`config.mk`:
```
export PLATFORM = sky130hd
export DESIGN_NAME = ring_wave_pixel_generator_flat
export DESIGN_NICKNAME = d
export VERILOG_FILES = /design/src/design/rwpg_pkg.sv /design/src/design/rwpg_ifs.sv /design/src/design/ring_wave_pixel_generator.sv /design/src/design/rwpg_useq.sv /design/src/design/rwpg_datapath.sv /design/src/flat_wrapper.sv
export VERILOG_INCLUDE_DIRS = /design/src /design/src/design
export SDC_FILE = /design/constraint.sdc
export NUM_CORES = 1
export LEC_CHECK = 0
export BUFFER_PORTS_ARGS = -buffer_cell sky130_fd_sc_hd__buf_2
export CAP_MARGIN = 20
export CORE_ASPECT_RATIO = 0.6
export CORE_UTILIZATION = 69
export CTS_CLUSTER_SIZE = 20
export DETAILED_ROUTE_END_ITERATION = 10
export MAX_ROUTING_LAYER = met4
export PLACE_DENSITY_LB_ADDON = 0.08
export SLEW_MARGIN = 20
export SYNTH_ARGS = -nofsm -noshare
export SYNTH_HDL_FRONTEND = slang
export SYNTH_HIERARCHICAL = 1
export SYNTH_SLANG_ARGS = --single-unit
```
`constraint.sdc`:
```
create_clock -name clk -period 27.1 [get_ports clk]
set_clock_uncertainty 0.2 [all_clocks]
set_input_delay 2.71 -clock clk [delete_from_list [all_inputs] [get_ports clk]]
set_output_delay 2.71 -clock clk [all_outputs]
set_load 0.03 [all_outputs]
```
`src/design/ring_wave_pixel_generator_macros.svh`:
```
// assertion macros for the ring wave pixel generator
// expects clk and rst_n in the scope where the macros are used
`ifndef RING_WAVE_PIXEL_GENERATOR_MACROS_SVH
`define RING_WAVE_PIXEL_GENERATOR_MACROS_SVH

// same-cycle implication
`define RWPG_ASSERT_NOW(lbl, ante, cons, msg) \
  lbl: assert property (@(posedge clk) disable iff (!rst_n) (ante) |-> (cons)) \
    else $error(msg);

// next-cycle implication
`define RWPG_ASSERT_NEXT(lbl, ante, cons, msg) \
  lbl: assert property (@(posedge clk) disable iff (!rst_n) (ante) |=> (cons)) \
    else $error(msg);

`endif

```
`src/design/rwpg_pkg.sv`:
```
// shared types, constants and microcode rom of the ring wave pixel generator
// no dependencies
`default_nettype none

package rwpg_pkg;

  localparam int LED_COUNT_W  = 7;
  localparam int INTERVAL_W   = 16;
  localparam int LEVEL_W      = 8;
  localparam int COLOR_W      = 8;
  localparam int IDX_OUT_W    = 6;
  localparam int PROD_W       = 2 * COLOR_W;
  localparam int CFG_IDX_W    = 3;
  localparam int CFG_DATA_W   = 16;

  // register indexes
  localparam logic [CFG_IDX_W-1:0] CFG_LED_COUNT      = 3'd0;
  localparam logic [CFG_IDX_W-1:0] CFG_FRAME_INTERVAL = 3'd1;
  localparam logic [CFG_IDX_W-1:0] CFG_LEVEL_PEAK     = 3'd2;
  localparam logic [CFG_IDX_W-1:0] CFG_LEVEL_NEAR     = 3'd3;
  localparam logic [CFG_IDX_W-1:0] CFG_LEVEL_MID      = 3'd4;
  localparam logic [CFG_IDX_W-1:0] CFG_WAVE_RED       = 3'd5;
  localparam logic [CFG_IDX_W-1:0] CFG_WAVE_GREEN     = 3'd6;
  localparam logic [CFG_IDX_W-1:0] CFG_WAVE_BLUE      = 3'd7;

  // register reset values
  localparam logic [LED_COUNT_W-1:0] RST_LED_COUNT      = 7'd64;
  localparam logic [INTERVAL_W-1:0]  RST_FRAME_INTERVAL = 16'd50;
  localparam logic [LEVEL_W-1:0]     RST_LEVEL_PEAK     = 8'd255;
  localparam logic [LEVEL_W-1:0]     RST_LEVEL_NEAR     = 8'd200;
  localparam logic [LEVEL_W-1:0]     RST_LEVEL_MID      = 8'd50;
  localparam logic [COLOR_W-1:0]     RST_WAVE_RED       = 8'd0;
  localparam logic [COLOR_W-1:0]     RST_WAVE_GREEN     = 8'd255;
  localparam logic [COLOR_W-1:0]     RST_WAVE_BLUE      = 8'd255;

  // fixed falloff levels
  localparam logic [LEVEL_W-1:0] LEVEL_DIST2 = 8'd150;
  localparam logic [LEVEL_W-1:0] LEVEL_DIST3 = 8'd100;
  localparam logic [LEVEL_W-1:0] LEVEL_DIST5 = 8'd30;
  localparam logic [LEVEL_W-1:0] LEVEL_DIST6 = 8'd15;
  localparam logic [LEVEL_W-1:0] LEVEL_FAR   = 8'd5;
  localparam int                 DIST_FAR    = 7;

  typedef struct packed {
    logic [LED_COUNT_W-1:0] led_count;
    logic [INTERVAL_W-1:0]  frame_interval;
    logic [LEVEL_W-1:0]     level_peak;
    logic [LEVEL_W-1:0]     level_near;
    logic [LEVEL_W-1:0]     level_mid;
    logic [COLOR_W-1:0]     wave_red;
    logic [COLOR_W-1:0]     wave_green;
    logic [COLOR_W-1:0]     wave_blue;
  } cfg_t;

  // datapath strobes, already qualified by the sequencer
  typedef struct packed {
    logic accept;
    logic setup;
    logic mult;
    logic emit;
    logic advance;
  } dp_ctrl_t;

  typedef struct packed {
    logic fire;
    logic last;
    logic out_busy;
  } dp_stat_t;

  // microcode
  localparam int STEP_W = 3;

  localparam logic [STEP_W-1:0] STEP_FETCH   = 3'd0;
  localparam logic [STEP_W-1:0] STEP_SETUP   = 3'd1;
  localparam logic [STEP_W-1:0] STEP_MULT    = 3'd2;
  localparam logic [STEP_W-1:0] STEP_EMIT    = 3'd3;
  localparam logic [STEP_W-1:0] STEP_ADVANCE = 3'd4;

  localparam logic [1:0] HOLD_NONE = 2'd0;
  localparam logic [1:0] HOLD_IN   = 2'd1;
  localparam logic [1:0] HOLD_OUT  = 2'd2;

  localparam logic [1:0] BR_NEVER   = 2'd0;
  localparam logic [1:0] BR_NOFIRE  = 2'd1;
  localparam logic [1:0] BR_NOTLAST = 2'd2;
  localparam logic [1:0] BR_ALWAYS  = 2'd3;

  typedef struct packed {
    logic              accept;
    logic              setup;
    logic              mult;
    logic              emit;
    logic              advance;
    logic [1:0]        hold_sel;
    logic [1:0]        br_sel;
    logic [STEP_W-1:0] target;
  } ucw_t;

  function automatic ucw_t ucode_rom(input logic [STEP_W-1:0] step);
    ucw_t w;
    w = '0;
    case (step)
      STEP_FETCH: begin
        w.accept   = 1'b1;
        w.hold_sel = HOLD_IN;
        w.br_sel   = BR_NOFIRE;
        w.target   = STEP_FETCH;
      end
      STEP_SETUP: begin
        w.setup  = 1'b1;
        w.br_sel = BR_NEVER;
      end
      STEP_MULT: begin
        w.mult   = 1'b1;
        w.br_sel = BR_NEVER;
      end
      STEP_EMIT: begin
        w.emit     = 1'b1;
        w.hold_sel = HOLD_OUT;
        w.br_sel   = BR_NOTLAST;
        w.target   = STEP_MULT;
      end
      STEP_ADVANCE: begin
        w.advance = 1'b1;
        w.br_sel  = BR_ALWAYS;
        w.target  = STEP_FETCH;
      end
      default: begin
        w.br_sel = BR_ALWAYS;
        w.target = STEP_FETCH;
      end
    endcase
    return w;
  endfunction

endpackage

`default_nettype wire

```
`src/design/rwpg_ifs.sv`:
```
// valid/ready channel interfaces: tick input, pixel output, register writes
// depends on rwpg_pkg
`default_nettype none

interface rwpg_in_if;
  logic valid;
  logic ready;
  logic restart;
  modport source (output valid, output restart, input ready);
  modport sink (input valid, input restart, output ready);
endinterface

interface rwpg_out_if;
  logic                            valid;
  logic                            ready;
  logic [rwpg_pkg::IDX_OUT_W-1:0]  pixel_index;
  logic [rwpg_pkg::COLOR_W-1:0]    pixel_red;
  logic [rwpg_pkg::COLOR_W-1:0]    pixel_green;
  logic [rwpg_pkg::COLOR_W-1:0]    pixel_blue;
  logic                            frame_end;
  modport source (output valid, output pixel_index, output pixel_red, output pixel_green,
                  output pixel_blue, output frame_end, input ready);
  modport sink (input valid, input pixel_index, input pixel_red, input pixel_green,
                input pixel_blue, input frame_end, output ready);
endinterface

interface rwpg_cfg_if;
  logic                             valid;
  logic                             ready;
  logic [rwpg_pkg::CFG_IDX_W-1:0]   index;
  logic [rwpg_pkg::CFG_DATA_W-1:0]  data;
  modport source (output valid, output index, output data, input ready);
  modport sink (input valid, input index, input data, output ready);
endinterface

`default_nettype wire

```
`src/design/ring_wave_pixel_generator.sv`:
```
// ring wave pixel generator top: register file, sequencer and datapath
// depends on rwpg_pkg, rwpg_ifs, rwpg_useq, rwpg_datapath and the macros header
//
// channel  dir  word                                           handshake
// in_ch    in   restart                                        valid/ready
// out_ch   out  pixel_index, red, green, blue, frame_end       valid/ready
// cfg_ch   in   index, data                                    valid/ready, ready always high
//
// a tick that fires no frame keeps the sequencer in its fetch step, ready for the next
// tick; a fired frame holds off new ticks until its pixel loop and position step are done,
// with the two-step pixel loop (distance and multiply, then scale and load) per led
// an output stall holds the sequencer in its load step; reset is synchronous: it clears
// the sequencer, output valid and position, saturates the tick count and loads register reset values
`default_nettype none

`include "ring_wave_pixel_generator_macros.svh"

module ring_wave_pixel_generator #(
  parameter int MAX_LEDS = 64
) (
  input wire logic clk,
  input wire logic rst_n,
  rwpg_in_if.sink    in_ch,
  rwpg_out_if.source out_ch,
  rwpg_cfg_if.sink   cfg_ch
);

  rwpg_pkg::cfg_t     cfg_r;
  rwpg_pkg::dp_ctrl_t ctl;
  rwpg_pkg::dp_stat_t stat;

  assign cfg_ch.ready = 1'b1;

  always_ff @(posedge clk) begin
    if (!rst_n) begin
      cfg_r.led_count      <= rwpg_pkg::RST_LED_COUNT;
      cfg_r.frame_interval <= rwpg_pkg::RST_FRAME_INTERVAL;
      cfg_r.level_peak     <= rwpg_pkg::RST_LEVEL_PEAK;
      cfg_r.level_near     <= rwpg_pkg::RST_LEVEL_NEAR;
      cfg_r.level_mid      <= rwpg_pkg::RST_LEVEL_MID;
      cfg_r.wave_red       <= rwpg_pkg::RST_WAVE_RED;
      cfg_r.wave_green     <= rwpg_pkg::RST_WAVE_GREEN;
      cfg_r.wave_blue      <= rwpg_pkg::RST_WAVE_BLUE;
    end else if (cfg_ch.valid) begin
      case (cfg_ch.index)
        rwpg_pkg::CFG_LED_COUNT:
          cfg_r.led_count <= cfg_ch.data[rwpg_pkg::LED_COUNT_W-1:0];
        rwpg_pkg::CFG_FRAME_INTERVAL:
          cfg_r.frame_interval <= cfg_ch.data[rwpg_pkg::INTERVAL_W-1:0];
        rwpg_pkg::CFG_LEVEL_PEAK:
          cfg_r.level_peak <= cfg_ch.data[rwpg_pkg::LEVEL_W-1:0];
        rwpg_pkg::CFG_LEVEL_NEAR:
          cfg_r.level_near <= cfg_ch.data[rwpg_pkg::LEVEL_W-1:0];
        rwpg_pkg::CFG_LEVEL_MID:
          cfg_r.level_mid <= cfg_ch.data[rwpg_pkg::LEVEL_W-1:0];
        rwpg_pkg::CFG_WAVE_RED:
          cfg_r.wave_red <= cfg_ch.data[rwpg_pkg::COLOR_W-1:0];
        rwpg_pkg::CFG_WAVE_GREEN:
          cfg_r.wave_green <= cfg_ch.data[rwpg_pkg::COLOR_W-1:0];
        rwpg_pkg::CFG_WAVE_BLUE:
          cfg_r.wave_blue <= cfg_ch.data[rwpg_pkg::COLOR_W-1:0];
        default: begin
        end
      endcase
    end
  end

  rwpg_useq u_useq (
    .clk      (clk),
    .rst_n    (rst_n),
    .in_valid (in_ch.valid),
    .stat     (stat),
    .ctl      (ctl),
    .in_ready (in_ch.ready)
  );

  rwpg_datapath #(
    .MAX_LEDS (MAX_LEDS)
  ) u_datapath (
    .clk         (clk),
    .rst_n       (rst_n),
    .cfg         (cfg_r),
    .restart     (in_ch.restart),
    .ctl         (ctl),
    .stat        (stat),
    .out_valid   (out_ch.valid),
    .out_ready   (out_ch.ready),
    .pixel_index (out_ch.pixel_index),
    .pixel_red   (out_ch.pixel_red),
    .pixel_green (out_ch.pixel_green),
    .pixel_blue  (out_ch.pixel_blue),
    .frame_end   (out_ch.frame_end)
  );

  // a loaded pixel word is offered on the next cycle
  `RWPG_ASSERT_NEXT(a_emit_shows, ctl.emit, out_ch.valid, "loaded pixel word not offered")
  // a restart tick always starts a frame
  `RWPG_ASSERT_NEXT(a_restart_fires, in_ch.valid && in_ch.ready && in_ch.restart, ctl.setup,
    "restart tick did not start a frame")
  // the position only moves while the last pixel word of the frame is offered
  `RWPG_ASSERT_NOW(a_advance_after_end, ctl.advance, out_ch.valid && out_ch.frame_end,
    "position advanced without a frame end word")

endmodule

`default_nettype wire

```
`src/design/rwpg_useq.sv`:
```
// microcoded sequencer: step counter, control rom and conditional jumps
// depends on rwpg_pkg
`default_nettype none

module rwpg_useq (
  input  wire logic               clk,
  input  wire logic               rst_n,
  input  wire logic               in_valid,
  input  wire rwpg_pkg::dp_stat_t stat,
  output rwpg_pkg::dp_ctrl_t      ctl,
  output logic                    in_ready
);

  logic [rwpg_pkg::STEP_W-1:0] step_r;
  logic [rwpg_pkg::STEP_W-1:0] step_nxt;
  rwpg_pkg::ucw_t              uw;
  logic                        hold;
  logic                        take_br;

  assign uw = rwpg_pkg::ucode_rom(step_r);

  always_comb begin
    case (uw.hold_sel)
      rwpg_pkg::HOLD_IN:  hold = !in_valid;
      rwpg_pkg::HOLD_OUT: hold = stat.out_busy;
      default:            hold = 1'b0;
    endcase
    case (uw.br_sel)
      rwpg_pkg::BR_NOFIRE:  take_br = !stat.fire;
      rwpg_pkg::BR_NOTLAST: take_br = !stat.last;
      rwpg_pkg::BR_ALWAYS:  take_br = 1'b1;
      default:              take_br = 1'b0;
    endcase
    if (hold) begin
      step_nxt = step_r;
    end else if (take_br) begin
      step_nxt = uw.target;
    end else begin
      step_nxt = step_r + 1'b1;
    end
  end

  assign in_ready    = uw.accept;
  assign ctl.accept  = uw.accept & !hold;
  assign ctl.setup   = uw.setup & !hold;
  assign ctl.mult    = uw.mult & !hold;
  assign ctl.emit    = uw.emit & !hold;
  assign ctl.advance = uw.advance & !hold;

  always_ff @(posedge clk) begin
    if (!rst_n) begin
      step_r <= rwpg_pkg::STEP_FETCH;
    end else begin
      step_r <= step_nxt;
    end
  end

endmodule

`default_nettype wire

```
`src/design/rwpg_datapath.sv`:
```
// datapath: tick counter, wave position, ring distance, falloff, color scaling
// and the output register; depends on rwpg_pkg
`default_nettype none

module rwpg_datapath #(
  parameter int MAX_LEDS = 64
) (
  input  wire logic                           clk,
  input  wire logic                           rst_n,
  input  wire rwpg_pkg::cfg_t                 cfg,
  input  wire logic                           restart,
  input  wire rwpg_pkg::dp_ctrl_t             ctl,
  output rwpg_pkg::dp_stat_t                  stat,
  output logic                                out_valid,
  input  wire logic                           out_ready,
  output logic [rwpg_pkg::IDX_OUT_W-1:0]      pixel_index,
  output logic [rwpg_pkg::COLOR_W-1:0]        pixel_red,
  output logic [rwpg_pkg::COLOR_W-1:0]        pixel_green,
  output logic [rwpg_pkg::COLOR_W-1:0]        pixel_blue,
  output logic                                frame_end
);

  localparam int PW = $clog2(MAX_LEDS);
  localparam int CW = $clog2(MAX_LEDS + 1);
  localparam int DW = CW + 1;
  localparam int TW = rwpg_pkg::INTERVAL_W;
  localparam int XW = rwpg_pkg::PROD_W + 1;

  logic [TW-1:0] ticks_r, ticks_nxt, ticks_inc;
  logic [PW-1:0] pos_r, pos_nxt;
  logic [PW-1:0] idx_r, idx_nxt;
  logic [CW-1:0] n_r, n_nxt;
  logic          fire;
  logic          last;

  logic [rwpg_pkg::PROD_W-1:0] prod_red_r, prod_green_r, prod_blue_r;
  logic [PW-1:0]               pidx_r;
  logic                        plast_r;

  logic                          out_valid_r, out_valid_nxt;
  logic [PW-1:0]                 oidx_r;
  logic [rwpg_pkg::COLOR_W-1:0]  ored_r, ogreen_r, oblue_r;
  logic                          oend_r;
  logic                          out_busy;
  logic                          load_out;

  logic [DW-1:0]                 d_raw;
  logic [CW-1:0]                 d_ring, ring_dist;
  logic [31:0]                   dist32;
  logic [2:0]                    dsel;
  logic [rwpg_pkg::LEVEL_W-1:0]  level;
  logic [31:0]                   lc32;
  logic [XW-1:0]                 q_red, q_green, q_blue;
  logic [31:0]                   oidx32;

  // tick counting
  assign ticks_inc = (ticks_r == '1) ? ticks_r : ticks_r + 1'b1;
  assign fire      = restart || (ticks_inc >= cfg.frame_interval);

  // led count in use, clamped to 1..MAX_LEDS
  assign lc32 = 32'(cfg.led_count);
  always_comb begin
    if (lc32 == 0) begin
      n_nxt = CW'(1);
    end else if (lc32 > MAX_LEDS) begin
      n_nxt = CW'(MAX_LEDS);
    end else begin
      n_nxt = CW'(lc32);
    end
  end

  // shortest ring distance
  always_comb begin
    d_raw     = DW'(idx_r) + ((idx_r < pos_r) ? DW'(n_r) : DW'(0)) - DW'(pos_r);
    d_ring    = d_raw[CW-1:0];
    ring_dist = (d_ring > (n_r >> 1)) ? (n_r - d_ring) : d_ring;
    dist32    = 32'(ring_dist);
    dsel      = (dist32 >= rwpg_pkg::DIST_FAR) ? 3'd7 : dist32[2:0];
    case (dsel)
      3'd0:    level = cfg.level_peak;
      3'd1:    level = cfg.level_near;
      3'd2:    level = rwpg_pkg::LEVEL_DIST2;
      3'd3:    level = rwpg_pkg::LEVEL_DIST3;
      3'd4:    level = cfg.level_mid;
      3'd5:    level = rwpg_pkg::LEVEL_DIST5;
      3'd6:    level = rwpg_pkg::LEVEL_DIST6;
      default: level = rwpg_pkg::LEVEL_FAR;
    endcase
  end

  // divide by 255: (p + (p >> 8) + 1) >> 8, exact for 8-bit by 8-bit products
  assign q_red   = XW'(prod_red_r) + XW'(prod_red_r >> 8) + XW'(1);
  assign q_green = XW'(prod_green_r) + XW'(prod_green_r >> 8) + XW'(1);
  assign q_blue  = XW'(prod_blue_r) + XW'(prod_blue_r >> 8) + XW'(1);

  assign last     = plast_r;
  assign out_busy = out_valid_r && !out_ready;
  assign load_out = ctl.emit;

  always_comb begin
    ticks_nxt = ticks_r;
    pos_nxt   = pos_r;
    idx_nxt   = idx_r;
    if (ctl.accept) begin
      if (restart) begin
        pos_nxt   = '0;
        ticks_nxt = '0;
      end else begin
        ticks_nxt = fire ? '0 : ticks_inc;
      end
    end
    if (ctl.setup) begin
      idx_nxt = '0;
      if (CW'(pos_r) >= n_nxt) begin
        pos_nxt = '0;
      end
    end
    if (ctl.emit) begin
      idx_nxt = idx_r + 1'b1;
    end
    if (ctl.advance) begin
      pos_nxt = ((CW'(pos_r) + 1'b1) >= n_r) ? '0 : pos_r + 1'b1;
    end
  end

  always_comb begin
    out_valid_nxt = out_valid_r;
    if (load_out) begin
      out_valid_nxt = 1'b1;
    end else if (out_ready) begin
      out_valid_nxt = 1'b0;
    end
  end

  always_ff @(posedge clk) begin
    if (!rst_n) begin
      ticks_r     <= '1;
      pos_r       <= '0;
      out_valid_r <= 1'b0;
    end else begin
      ticks_r     <= ticks_nxt;
      pos_r       <= pos_nxt;
      out_valid_r <= out_valid_nxt;
    end
  end

  always_ff @(posedge clk) begin
    idx_r <= idx_nxt;
    if (ctl.setup) begin
      n_r <= n_nxt;
    end
    if (ctl.mult) begin
      prod_red_r   <= cfg.wave_red * level;
      prod_green_r <= cfg.wave_green * level;
      prod_blue_r  <= cfg.wave_blue * level;
      pidx_r       <= idx_r;
      plast_r      <= ((CW'(idx_r) + 1'b1) == n_r);
    end
    if (load_out) begin
      oidx_r   <= pidx_r;
      ored_r   <= q_red[15:8];
      ogreen_r <= q_green[15:8];
      oblue_r  <= q_blue[15:8];
      oend_r   <= plast_r;
    end
  end

  assign oidx32      = 32'(oidx_r);
  assign out_valid   = out_valid_r;
  assign pixel_index = oidx32[rwpg_pkg::IDX_OUT_W-1:0];
  assign pixel_red   = ored_r;
  assign pixel_green = ogreen_r;
  assign pixel_blue  = oblue_r;
  assign frame_end   = oend_r;

  assign stat.fire     = fire;
  assign stat.last     = last;
  assign stat.out_busy = out_busy;

endmodule

`default_nettype wire

```
`src/flat_wrapper.sv`:
```
// flat-port wrapper written by rule: the top's interface ports become plain ports
module ring_wave_pixel_generator_flat 
#(
  parameter int MAX_LEDS = 64
)
  (clk, rst_n, in_ch_valid, in_ch_restart, in_ch_ready, out_ch_valid, out_ch_pixel_index, out_ch_pixel_red, out_ch_pixel_green, out_ch_pixel_blue, out_ch_frame_end, out_ch_ready, cfg_ch_valid, cfg_ch_index, cfg_ch_data, cfg_ch_ready);
  rwpg_in_if in_ch_i ();
  rwpg_out_if out_ch_i ();
  rwpg_cfg_if cfg_ch_i ();
  input wire logic clk;
  input wire logic rst_n;
  input wire logic [$bits(in_ch_i.valid)-1:0] in_ch_valid;
  input wire logic [$bits(in_ch_i.restart)-1:0] in_ch_restart;
  output wire logic [$bits(in_ch_i.ready)-1:0] in_ch_ready;
  output wire logic [$bits(out_ch_i.valid)-1:0] out_ch_valid;
  output wire logic [$bits(out_ch_i.pixel_index)-1:0] out_ch_pixel_index;
  output wire logic [$bits(out_ch_i.pixel_red)-1:0] out_ch_pixel_red;
  output wire logic [$bits(out_ch_i.pixel_green)-1:0] out_ch_pixel_green;
  output wire logic [$bits(out_ch_i.pixel_blue)-1:0] out_ch_pixel_blue;
  output wire logic [$bits(out_ch_i.frame_end)-1:0] out_ch_frame_end;
  input wire logic [$bits(out_ch_i.ready)-1:0] out_ch_ready;
  input wire logic [$bits(cfg_ch_i.valid)-1:0] cfg_ch_valid;
  input wire logic [$bits(cfg_ch_i.index)-1:0] cfg_ch_index;
  input wire logic [$bits(cfg_ch_i.data)-1:0] cfg_ch_data;
  output wire logic [$bits(cfg_ch_i.ready)-1:0] cfg_ch_ready;
  assign in_ch_i.valid = in_ch_valid;
  assign in_ch_i.restart = in_ch_restart;
  assign in_ch_ready = in_ch_i.ready;
  assign out_ch_valid = out_ch_i.valid;
  assign out_ch_pixel_index = out_ch_i.pixel_index;
  assign out_ch_pixel_red = out_ch_i.pixel_red;
  assign out_ch_pixel_green = out_ch_i.pixel_green;
  assign out_ch_pixel_blue = out_ch_i.pixel_blue;
  assign out_ch_frame_end = out_ch_i.frame_end;
  assign out_ch_i.ready = out_ch_ready;
  assign cfg_ch_i.valid = cfg_ch_valid;
  assign cfg_ch_i.index = cfg_ch_index;
  assign cfg_ch_i.data = cfg_ch_data;
  assign cfg_ch_ready = cfg_ch_i.ready;
  ring_wave_pixel_generator #(.MAX_LEDS(MAX_LEDS)) u_core (.clk(clk), .rst_n(rst_n), .in_ch(in_ch_i), .out_ch(out_ch_i), .cfg_ch(cfg_ch_i));
endmodule
```
==> qor.csv, run 1 <==
metric,value,unit
TritonCTS Sinks,196,
CTS Hold Bufs,0,
Post-synth top flop,edfxtp_1,
Crit. End Element,flop,
"Clk pin slew, worst setup/hold paths",80,ps
Initial DRC Count,1023,
largest net degree at the start of global routing,99,
Post-Syn Instances,1736,
Ys Warns,6,
"Avg Cell Area, Syn",9.75,um^2
Post-CTS Resized,0,
die height,123,um
Yosys reg bits,196,
Yosys cell types,83,
status,finished clean,
first-pass GRT wire length,61.5,mm
vias in the first global route,12200,
post-synthesis sequential area ratio,29.0,%
Layout Nets,2105,
die footprint,25200,um^2
DRT Pass-1 Iters,5,
total CTS buffers,17,
RSZ-0062 raised after global routing,no,
setup_tns,0,ps
H-tree lvl count,4,
PortBufs,57,
fin crit period,10980,ps
DR vias/cell,5.93,
largest stage delay on the critical path,770,ps
Routability Congestion,0.951,
worst hold path type,flop to flop,
DRC,0,
Least-Margin Pin Slew,1070,ps
post-CTS setup buffer count,0,
share of layout cells above drive strength 1,7.17,%
vias,12500,
Initial Util,71.8,%
Slew headroom,28.5,%
Max Slew Vio Count,0,
Post-synth EDFFs,99,
n_diodes,0,
final hold violations,0,
Crit Path Max Fanout,24,
Clock Latency Late Sink,460,ps
total wire length,37.6,mm
final setup fails,0,
Synth async-reset ratio,0,%
Die W,204,um
crit path DAT,11000,ps
initial antenna violation count,0,
WS Path Type,flop to flop,
Rows,43,
clk buf depth,2,
hpwl dp,28.1,mm
root buf cell,clkbuf_16,
critical path required time,27110,ps
Fmax,91.0,MHz
grt ovf,0,
"Area growth, synth to finish",6.55,%
Routed Antenna Nets,0,
CTS tree,done,
"Cell Area, Synth",16900,um^2
I/O pin count,59,
maxcap violations,0,
routed len/inst,17.9,um
slowest CP cell,o21a_1,
Crit path top cell by count,inv_1,
Total GRT Usage,32.5,%
fin crit share,40.5,%
Core Area,23600,um^2
Synthesized Nets,2068,
critical path launch point type,flop,
-- state kept, by name (all words and copies together), names as in the netlist, 3 cells and up --
signal / count
u_core/u_datapath/pixel_red: 8
u_core/u_datapath/pidx_r: 6
u_core/u_datapath/ticks_r: 16
u_core/u_datapath/idx_r: 6
u_core/u_datapath/prod_red_r: 16
u_core/u_datapath/pixel_index: 6
u_core/u_datapath/pixel_blue: 8
u_core/u_datapath/pos_r: 6
u_core/u_datapath/prod_blue_r: 16
u_core/u_datapath/n_r: 7
u_core/u_useq/step_r: 3
u_core/cfg_r: 71
u_core/u_datapath/prod_green_r: 16
u_core/u_datapath/pixel_green: 8
-- synthesized netlist by cell type, types with 35 or more instances --
master	count	share of area, %
ha_1	192	14
dfxtp_1	97	11
nand2b_1	35	1.3
fa_1	115	14
nor2b_1	115	4.3
xnor2_1	68	3.5
a21oi_1	35	1.0
inv_1	245	5.4
nor2_1	51	1.1
mux2i_1	73	4.3
edfxtp_1	99	18
nand3_1	36	1.1
and2_1	89	3.3
nand2_1	145	3.2
-- worst max-delay path, delay by kind of cell, from the launching register on --
kind                       cells  cell delay (ps)
and+or+nand+nor                3              430
adders and majority gates     10             4140
xor gates and xnor gates       3              670
buffers and inverters          6              530
AOI/OAI and AO/OA             15             4270
DFF                            1              470
-- logic make-up after synthesis --
| family | Yosys count | share of synthesized area, % |
|---|---|---|
| compound gates | 216 | 9.40 |
| xor+xnor | 91 | 4.80 |
| simple gates | 551 | 17.4 |
| other cells | 1 | 0.0222 |
| fa+ha+maj | 308 | 27.9 |
| flops | 196 | 29.0 |
| buf+inv | 300 | 7.14 |
| mux | 73 | 4.32 |
-- layout by cell type (no fill, tap or decap), types with 18 or more instances in the layout --
cell and count:
inv_1 245, ha_1 192, nand2_1 145, nor2b_1 115, fa_1 115, edfxtp_1 99, dfxtp_1 97, and2_1 89
mux2i_1 73, xnor2_1 68, buf_2 56, nor2_1 50, nand3_1 36, a21oi_1 35, nand2b_1 35, o21ai_0 34
a21o_1 31, nor3_1 23, xor2_1 21, o21a_1 19, clkbuf_16 18
-- path summary, 6_finish.rpt --
kind	start	endpoint	slack, ps	cells after the start
worst max-delay path	u_core/u_datapath/pos_r[2]	u_core/u_datapath/prod_green_r[15]	16120	37
worst min register to register	u_core/u_datapath/pidx_r[1]	u_core/u_datapath/pixel_index[1]	220	0
worst min-delay path	u_core/u_datapath/pidx_r[1]	u_core/u_datapath/pixel_index[1]	220	0
worst max register to register	u_core/u_datapath/pos_r[2]	u_core/u_datapath/prod_green_r[15]	16120	37
-- through the flow --
step           worst slack, ps  utilization [%]  area, um^2  hold WS [ps]  cells
6_report                 16120             76.5       18000           223   2101
5_1_grt                  15630             76.5       18000           236   2101
4_1_cts                  16340             76.5       18000           223   2101
3_5_place_dp             16460             74.1       17500           207   2069
3_3_place_gp             16810             74.1       17500           200   2069
2_1_floorplan            17590                -       16900           200   1736
-- layout make-up --
type	count	area (um^2)
Clock buffer	19	454
Clock inverter	13	120
Fill cell	1625	5540
Inverter	246	923
Multi-Input combinational cell	1240	10800
Sequential cell	196	4910
Tap cell	315	394
Timing Repair Buffer	72	400
-- per-layer routing --
metal | global-route usage [%] | up-vias | wire [um]
met3 | 5.48 | 40 | 2850
met2 | 47.5 | 454 | 16200
met1 | 46.9 | 6081 | 18100
li1 | - | 5885 | -
met5 | - | - | 0
met4 | 8.16 | 0 | 454
Power of run 1 is left out: the tool's default activity adds up to more than one toggle a clock period on the data nets, which glitch-free logic cannot reach.
==> run 2, diff against run 1 <==
Settings changed: CORE_UTILIZATION 69 to 58.
Clock period 27.1 ns to 10.1 ns, I/O delays scaled along.
==> run 2 against run 1 <==
Compared with the run above: worst hold slack gained 1.7 ps; sequential share of layout area shrank 0.80 points; largest cell class unchanged; count of clock-buffer cells in the layout is the same; highest routed layer unchanged.
==> qor.csv, run 2 (synthesis results as in run 1) <==
metric,value,unit,change
Max Slew Vio Count,0,,unchanged
Fillers,2350,,was 1625
Crit path top cell by count,inv_1,,unchanged
DRC,0,,unchanged
Routability Congestion,0.893,,was 0.951
largest stage delay on the critical path,530,ps,was 770 ps
DR vias/cell,5.59,,was 5.93
"commonest non-fill, non-tap cell in the layout",inv_1,,unchanged
Total GRT Usage,27.0,%,was 32.5%
critical path launch point type,flop,,unchanged
Rows,48,,was 43
"Clk pin slew, worst setup/hold paths",90,ps,was 80 ps
Routed Antenna Nets,0,,unchanged
"Design Area, Final",18600,um^2,was 18000 um^2
grt ovf,0,,unchanged
die height,134,um,was 123 um
n_diodes,0,,unchanged
worst setup margin,361,ps,was 16120 ps
Slew headroom,34.6,%,was 28.5%
Clock Latency Late Sink,460,ps,about the same
WS Path Type,flop to flop,,unchanged
hpwl dp,28.7,mm,was 28.1 mm
vias in the first global route,11900,,was 12200
slowest CP cell,fa_1,,was o21a_1
H-tree lvl count,4,,unchanged
"reg-to-reg slack, setup",360,ps,was 16120 ps
Biggest register,u_core/cfg_r,,unchanged
die footprint,29900,um^2,was 25200 um^2
largest net degree at the start of global routing,87,,was 99
Crit Path Max Fanout,6,,was 24
initial antenna violation count,0,,unchanged
met1 usage,41.0,%,was 46.9%
status,finished clean,,unchanged
M2 GR Usage,36.8,%,was 47.5%
CTS Hold Bufs,0,,unchanged
fin crit share,96.4,%,was 40.5%
most frequent cells in the layout,"245 x inv_1, 187 x ha_1, 145 x nand2_1",,"was 245 x inv_1, 192 x ha_1, 145 x nand2_1"
Placement Cell Area,17700,um^2,was 17500 um^2
Layout Nets,2138,,was 2105
crit path DAT,9740,ps,was 11000 ps
total CTS buffers,17,,unchanged
fin crit period,9740,ps,was 10980 ps
met3 Usage GRT,5.35,%,was 5.48%
share of layout cells above drive strength 1,10.2,%,was 7.17%
I/O pin count,59,,unchanged
max reg flops,71,,unchanged
final core utilization,64.8,%,was 76.5%
critical path required time,10100,ps,was 27110 ps
hold_ws,224,ps,was 223 ps
TritonCTS Sinks,196,,unchanged
Crit. End Element,flop,,unchanged
routed len/inst,17.4,um,was 17.9 um
total wire length,38.2,mm,was 37.6 mm
Least-Margin Pin Slew,979,ps,was 1070 ps
"Area growth, synth to finish",9.86,%,was 6.55%
clk buf depth,2,,unchanged
first-pass GRT wire length,61.9,mm,was 61.5 mm
final setup fails,0,,unchanged
Initial Util,58.9,%,was 71.8%
maxcap violations,0,,unchanged
vias,12300,,was 12500
final hold violations,0,,unchanged
Initial DRC Count,903,,was 1023
root buf cell,clkbuf_16,,unchanged
worst hold path type,flop to flop,,unchanged
PortBufs,57,,unchanged
Core Area,28700,um^2,was 23600 um^2
GR peak layer,met1,,was met2
Die W,223,um,was 204 um
Setup WS pre-CTS,-71.3,ps,was 16460 ps
DRT Pass-1 Iters,8,,was 5
Fmax,103,MHz,was 91.0 MHz
CTS tree,done,,unchanged
## run 2: repair_timing
item / 4_1_cts / 5_1_grt
gates cloned: 0 / 2
buffers inserted: 0 / 8
pin swaps: 0 / 9
resized for setup: 1 / 40
endpoints found under the setup margin: 1 / 16
## run 2: stage by stage
step,cells,setup TNS (ps)
floorplan,1736,0
global placement,2152,0
detailed placement,2152,-71.3
CTS,2184,0
global route,2194,-252
finish,2194,0
## run 2: worst paths after layout
path | start | endpoint | cells past startpoint
setup reg to reg | u_core/u_datapath/pos_r[4] | u_core/u_datapath/prod_red_r[15] | 41
hold / removal | u_core/u_datapath/pidx_r[1] | u_core/u_datapath/pixel_index[1] | 0
setup / recovery | u_core/u_datapath/pos_r[4] | u_core/u_datapath/prod_red_r[15] | 41
hold reg to reg | u_core/u_datapath/pidx_r[1] | u_core/u_datapath/pixel_index[1] | 0
## run 2: layer usage
metal | wire length (um) | vias to the layer above
met2 | 15400 | 348
met1 | 19900 | 5952
met3 | 2620 | 26
met5 | 0 | -
li1 | - | 5947
met4 | 295 | 0
## run 2: critical path, delay by kind of cell, from the launching register on
family	cells	cell delay, ps
simple gates	2	150
buf+inv	9	870
fa+ha+maj	9	3430
compound gates	18	4000
flops	1	370
xor+xnor	3	440
## run 2: area by class of cell
type,instances,area (um^2),share of cell area (%)
tap,375,469,2.52
clock buffer,19,453,2.44
inverter,246,923,4.97
sequential,196,4920,26.5
clock inverter,13,138,0.740
multi-input combinational,1240,11000,59.0
timing repair buffer,105,711,3.82
Power of run 2 is left out for the same reason.
